===== config.mk =====
export PLATFORM = sky130hd
export DESIGN_NAME = pse_div
export DESIGN_NICKNAME = d
export VERILOG_FILES = /design/src/design/pse_pkg.sv /design/src/design/pse_div.sv
export SDC_FILE = /design/constraint.sdc
export NUM_CORES = 1
export LEC_CHECK = 0
export BUFFER_PORTS_ARGS = -buffer_cell sky130_fd_sc_hd__buf_2
export CORE_MARGIN = 2
export CORE_UTILIZATION = 50
export DETAILED_ROUTE_END_ITERATION = 7
export PLACE_DENSITY = 0.87
export RECOVER_POWER = 25
export SLEW_MARGIN = 30
export SYNTH_ARGS = -nofsm -noshare
export SYNTH_HDL_FRONTEND = slang
export SYNTH_SLANG_ARGS = --single-unit

===== constraint.sdc =====
create_clock -name i_clk -period 3.9 [get_ports i_clk]
set_clock_uncertainty 0.15 [all_clocks]
set_input_delay 0.585 -clock i_clk [delete_from_list [all_inputs] [get_ports i_clk]]
set_output_delay 0.585 -clock i_clk [all_outputs]
set_load 0.1 [all_outputs]

===== src/design/pse_pkg.sv =====
// Shared types, constants and the quarter-wave cosine function for the periodic state estimator.
package pse_pkg;

    localparam int unsigned LEVEL_BIAS = 655;

    typedef enum logic [1:0] {
        REQ_LOAD_COMP = 2'd0,
        REQ_LOAD_FLIP = 2'd1,
        REQ_QUERY     = 2'd2,
        REQ_ADD       = 2'd3
    } t_req;

    typedef enum logic [1:0] {
        REG_MEAN_LEVEL = 2'd0,
        REG_COMP_COUNT = 2'd1,
        REG_INIT_LEN   = 2'd2
    } t_reg;

    typedef enum logic [3:0] {
        ST_IDLE,
        ST_COMP_RD,
        ST_MUL,
        ST_DIV_REM,
        ST_DIV_FRAC,
        ST_COS,
        ST_ACC,
        ST_FLIP_RD,
        ST_FLIP_CMP,
        ST_FINISH,
        ST_OUT
    } t_state;

    // Divider control/status between sequencer and divider.
    typedef struct packed {
        logic start;
        logic busy;
        logic done;
    } t_div_ctl;

    // Quarter-wave cosine, Q30 argument in [0,1], Q15 result.
    function automatic logic [15:0] quarter_cos(input logic [63:0] u30);
        logic [63:0] x;
        logic [63:0] x2;
        logic [63:0] h;
        logic [63:0] t;
        x  = (u30 * 64'd1686629713) >> 30;
        x2 = (x * x) >> 30;
        h  = (64'd1 << 30) - x2 / 64'd90;
        h  = (64'd1 << 30) - ((x2 * h) >> 30) / 64'd56;
        h  = (64'd1 << 30) - ((x2 * h) >> 30) / 64'd30;
        h  = (64'd1 << 30) - ((x2 * h) >> 30) / 64'd12;
        t  = ((x2 * h) >> 30) / 64'd2;
        if (t >= (64'd1 << 30)) begin
            quarter_cos = 16'd0;
        end else begin
            x = (((64'd1 << 30) - t) + 64'd16384) >> 15;
            quarter_cos = x[15:0];
        end
    endfunction

endpackage


===== src/design/pse_div.sv =====
// Radix-2 restoring divider: 64-bit dividend by 32-bit divisor, one bit a cycle.
module pse_div (
    input  logic                   i_clk,
    input  logic                   i_rst_n,
    input  logic                   i_start,
    input  logic [63:0]            i_dividend,
    input  logic [31:0]            i_divisor,
    output pse_pkg::t_div_ctl      o_ctl,
    output logic [63:0]            o_quot,
    output logic [31:0]            o_rem
);
    logic [63:0] r_quot, n_quot;
    logic [32:0] r_rem, n_rem;
    logic [31:0] r_dvs;
    logic [6:0]  r_cnt, n_cnt;
    logic        r_busy, n_busy;
    logic        r_done, n_done;
    logic [32:0] w_sh;

    always_comb begin
        n_quot = r_quot;
        n_rem  = r_rem;
        n_cnt  = r_cnt;
        n_busy = r_busy;
        n_done = 1'b0;
        w_sh   = {r_rem[31:0], r_quot[63]};
        if (i_start) begin
            n_quot = i_dividend;
            n_rem  = '0;
            n_cnt  = 7'd0;
            n_busy = 1'b1;
        end else if (r_busy) begin
            if (w_sh >= {1'b0, r_dvs}) begin
                n_rem  = w_sh - {1'b0, r_dvs};
                n_quot = {r_quot[62:0], 1'b1};
            end else begin
                n_rem  = w_sh;
                n_quot = {r_quot[62:0], 1'b0};
            end
            n_cnt = r_cnt + 7'd1;
            if (r_cnt == 7'd63) begin
                n_busy = 1'b0;
                n_done = 1'b1;
            end
        end
    end

    always_ff @(posedge i_clk) begin
        if (!i_rst_n) begin
            r_busy <= 1'b0;
            r_done <= 1'b0;
            r_cnt  <= '0;
        end else begin
            r_busy <= n_busy;
            r_done <= n_done;
            r_cnt  <= n_cnt;
        end
        r_quot <= n_quot;
        r_rem  <= n_rem;
        if (i_start) begin
            r_dvs <= i_divisor;
        end
    end

    assign o_ctl.start = i_start;
    assign o_ctl.busy  = r_busy;
    assign o_ctl.done  = r_done;
    assign o_quot      = r_quot;
    assign o_rem       = r_rem[31:0];
endmodule


* Word level (Yosys, flattened, before mapping) *
Index checks and enable logic that the tools add are counted.

operators by class
  add/sub/neg operators = 2
  $lt $le $gt $ge = 1
  eq/ne operators = 1
  mux-type cells = 8
  bitwise operators = 2
  reductions and logical operators = 3

operators by type and width
  kind                                            number
  2-to-1 mux 64 bit                               2
  greater-or-equal comparator 33 x 32 -> 1 bit    1
  2-to-1 mux 32 bit                               1
  subtractor 32 bit                               1
  adder 7 x 1 -> 7 bit (second input constant)    1
  == test 7 x 6 -> 1 bit (second input constant)  1
  2-to-1 mux 1 bit                                5
  OR reduction 3 bit                              1
  inverter 1 bit                                  2
  nonzero test 2 bit                              1
  OR reduction 2 bit                              1

word-level totals
  register bits = 137
  input port bits = 99
  output and inout port bits = 99
  logic and storage cells = 23

* Logic depth before layout (Yosys ltp) *
  depth in word-level cells = 4
  mapped depth = 13
  mapped depth without buffers = 11

* Worst setup path before layout *
Ideal clock, no wire load.

  kind = register to register
  from = register r_rem[9]
  to = register r_quot[0], in the netlist o_quot[0] (data pin)
  library setup time = 0.260 ns
  arrival = 3.092 ns
  data required time = 3.490 ns
  path slack = 0.398 ns
  cell stages (with the launch flop) = 11
  buffers on the path = 2
  clock period less this slack = 3.502 ns
  cells stage by stage = dfxtp_1 -> ha_1 -> buf_2 -> a21oi_2 -> o221ai_2 -> and2_1 -> a311o_4 -> o211ai_4 -> a21oi_4 -> buf_2 -> mux2_2

between the ends
  longest elaborated chain between the ends = 4

RTL lines
  item                                          RTL line       source
  start, declared                               pse_div.sv:13  logic [32:0] r_rem, n_rem;
  start signal, assigned                        pse_div.sv:59  r_rem <= n_rem;
  greater-or-equal comparator 33 x 32 -> 1 bit  pse_div.sv:33  if (w_sh >= {1'b0, r_dvs}) begin
  2-to-1 mux 1 bit                              pse_div.sv:33
  2-to-1 mux 64 bit                             pse_div.sv:32  end else if (r_busy) begin
  2-to-1 mux 64 bit                             pse_div.sv:27  if (i_start) begin
  net n_quot[0]                                 pse_div.sv:12  logic [63:0] r_quot, n_quot;
  end signal, assigned                          pse_div.sv:58  r_quot <= n_quot;
  end, declared                                 pse_div.sv:12

The timed path passes the listed nets, and every way through them passes these cells. The select of a mux whose other input is x is not followed.
A chain may end at the register's enable or synchronous reset.

==> flow_summary.json <==
{
  "syn_area_per_cell_um2": 11.2,
  "arrival_ps": 3140,
  "timing.rr.start": "o_quot[63]",
  "crit_start": "i_start",
  "io_pins": 198,
  "seqPwrFrac_pct": 37.5,
  "pwr-share-clk_pct": 33.5,
  "switching_share_pct": 37.3,
  "antenna_found_initial": 4,
  "drtIter0Drc": 457,
  "die_y_um": 126,
  "worstPathMaxFanout": 24,
  "synth-seq-cells": 137,
  "yosys_warnings": 0,
  "cap_violations": 0,
  "synth_top_area_share_pct": 38.4,
  "maxSlewHeadroom_pct": 7.39,
  "power.internal_w": 0.00297,
  "finalCritPeriodShare_pct": 76.9,
  "cts_sinks": 137,
  "clock_latency_ps": 420,
  "drive_gt1_share_pct": 36.6,
  "rsz0062_at_grt": "false",
  "portBuffers": 197,
  "ys_types": 68,
  "num_vias": 5970,
  "reg2reg_to": "r_rem[20]",
  "cts.root.buffer_cell": "clkbuf_16",
  "syn_area_um2": 7500,
  "firstDrtPassIters": 5,
  "peakVddDrop_mv": 0.399,
  "syn_nets": 804,
  "n_fill_cell": 1140,
  "end_kind": "flip-flop",
  "cts_tree": "done",
  "postSynthCellCount": 671,
  "finalHoldWorstSlack_ps": 190,
  "grt_remaining_overflow": 0,
  "yosys.area.top_type": "edfxtp_1",
  "path_cells": "clkbuf_1 -> clkbuf_1 -> nor2_1 -> buf_4 -> nand2_2 -> o221ai_2",
  "finalSetupViolations": 0,
  "synth-async-reset-ratio_pct": 0,
  "ys_top_cells_by_count": "edfxtp_1 (96), mux2_2 (64), nand2_1 (60), dfxtp_1 (41), inv_1 (41)",
  "outcome": "complete, no violations",
  "nets": 997,
  "placement_rows": 44,
  "die_area_um2": 16000,
  "synth_edf_count": 96,
  "hold_class": "in2reg",
  "cp.buffers_inverters": 3,
  "synth_ff_type": "edfxtp_1",
  "hold_viol": 0,
  "core_area_um2": 14600,
  "drv_slew": 0,
  "grt_use_total_pct": 24.3,
  "post_cts_buffers": 0,
  "worstPathRequired_ps": 4040,
  "postCtsHoldBufs": 0,
  "reg2reg_slack_ps": 910,
  "fin_tns_setup_ps": 0,
  "p_leak_nw": 3.99,
  "slowest_stage": "clkbuf_1",
  "place.gp.congestion": 0.949,
  "first_global_vias": 6111,
  "max_stage_delay_ps": 990,
  "cts_inserted_buffers": 17,
  "whs_endpoint": "r_dvs[1]",
  "start_util_pct": 51.4,
  "switchingPower_w": 0.00176,
  "viasPerCell": 5.63,
  "die_x_um": 126,
  "grt_max_degree": 58,
  "clk_pin_slew_worst_paths_ps": 60,
  "yosysMostFrequentCell": "edfxtp_1",
  "combinationalPowerShare_pct": 29.1,
  "cts-htree-levels": 4,
  "tightest_slew_ps": 1390,
  "min_from": "i_divisor[1]",
  "wl_per_cell_um": 18.1,
  "p_per_area_nw_per_um2": 516,
  "syn2layout_area_growth_pct": 22.4,
  "min_path_cells": 1,
  "worstSetupPathType": "in2reg",
  "cts-resized-gates": 0,
  "clockBufferDepth": 2,
  "drtAntennaViolNets": 0,
  "path_delay_family": "buffers and inverters",
  "rr_worst_depth": 11,
  "worstSetupStartpointType": "input port",
  "synth_area_leaders": "edfxtp_1 (38%), dfxtp_1 (11%), mux2_2 (9.6%), ha_1 (5.5%), nand2_1 (3.0%)",
  "totalWireLength_um": 19200,
  "fmax_ghz": 0.333,
  "seq_area_frac_synth_pct": 49.4,
  "grt_pass1_wl_um": 30800,
  "finalCriticalPeriod_ps": 3000,
  "crit_path_frequent_cell": "clkbuf_1",
  "hpwl_um": 14400,
  "drc": 0
}
[power by group through the flow]
stage	clock network [W]	logic (W)	registers, W
2_1_floorplan	0	0.000471	0.00244
3_3_place_gp	0	0.00135	0.00180
3_5_place_dp	0	0.00137	0.00180
4_1_cts	0.00160	0.00138	0.00177
5_1_grt	0.00167	0.00144	0.00179
6_report	0.00158	0.00138	0.00177
[flip-flops by register name, summed over array words and instances, names as in the netlist]
| register | flops |
|---|---|
| r_busy | 1 |
| r_done | 1 |
| o_quot | 64 |
| r_rem | 32 |
| r_cnt | 7 |
| r_dvs | 32 |
[kinds of logic after synthesis]
group | synth area share [%]
multiplexers | 12.0
flip-flops | 49.4
AND/OR/NAND/NOR | 11.2
AO/OA/AOI/OAI | 14.0
XOR/XNOR | 3.39
buffers and inverters | 4.25
adder cells (fa/ha/maj) | 5.77
[layout make-up]
cell class / instances / area, um^2 / share of cell area, %
antenna: 2 / 5.00 / 0.0545
clock buffer: 17 / 425 / 4.63
clock inverter: 13 / 144 / 1.57
inverter: 41 / 154 / 1.68
multi-input combinational: 461 / 3480 / 37.9
sequential: 137 / 3700 / 40.3
tap: 184 / 230 / 2.51
timing repair buffer: 206 / 1040 / 11.3
[per-layer routing]
| metal | vias up | part of all wire, % | track usage (%) |
|---|---|---|---|
| li1 | 2871 | - | - |
| met1 | 2802 | 39 | 28.4 |
| met2 | 262 | 50 | 41.9 |
| met3 | 31 | 8.8 | 8.44 |
| met4 | 4 | 1.6 | 7.95 |
| met5 | - | 0.11 | 0 |
[worst max-delay path by stage]
stage                      endpoint  slack [ps]  cells past startpoint
after CTS                 r_rem[20]         940                     11
after global placement    o_quot[0]        1030                     10
after global routing      r_rem[23]         560                      6
after detailed placement  o_quot[0]         970                      9
after floorplan           o_quot[0]         400                     10
final                     r_rem[29]         900                      6
[through the flow]
stage / total power [W] / area [um^2] / setup WS (ps) / cells / util, %
after global placement: 0.00315 / 8620 / 1030 / 1029 / 59.1
after CTS: 0.00475 / 9190 / 945 / 1059 / 63.0
after detailed placement: 0.00317 / 8620 / 966 / 1029 / 59.1
after global routing: 0.00490 / 9180 / 563 / 1059 / 62.9
final: 0.00473 / 9180 / 901 / 1061 / 62.9
after floorplan: 0.00291 / 7500 / 398 / 671 / -
[cells in the final DEF, fill, tap and decap left out, types with 11 or more instances in the layout]
master / synthesis / layout
nand2_1: 60 / 60
a21oi_1: 32 / 32
o21ai_0: 28 / 28
ha_1: 33 / 33
clkbuf_16: 0 / 17
mux2_2: 64 / 64
buf_2: 9 / 193
mux2i_1: 18 / 18
dfxtp_1: 41 / 41
edfxtp_1: 96 / 96
inv_1: 41 / 41
nand3_1: 22 / 22
xor2_1: 11 / 11
xnor2_1: 18 / 18
nor2_1: 40 / 40
[worst register-to-register path, delay by kind of cell, from the launching register on]
| kind | cells | cell delay, ps |
|---|---|---|
| AO/OA/AOI/OAI | 3 | 770 |
| multiplexers | 1 | 90 |
| XOR/XNOR | 1 | 190 |
| buffers and inverters | 1 | 50 |
| flip-flops | 1 | 370 |
| adder cells (fa/ha/maj) | 2 | 660 |
| AND/OR/NAND/NOR | 3 | 610 |
(Power assumes the default switching activity.)
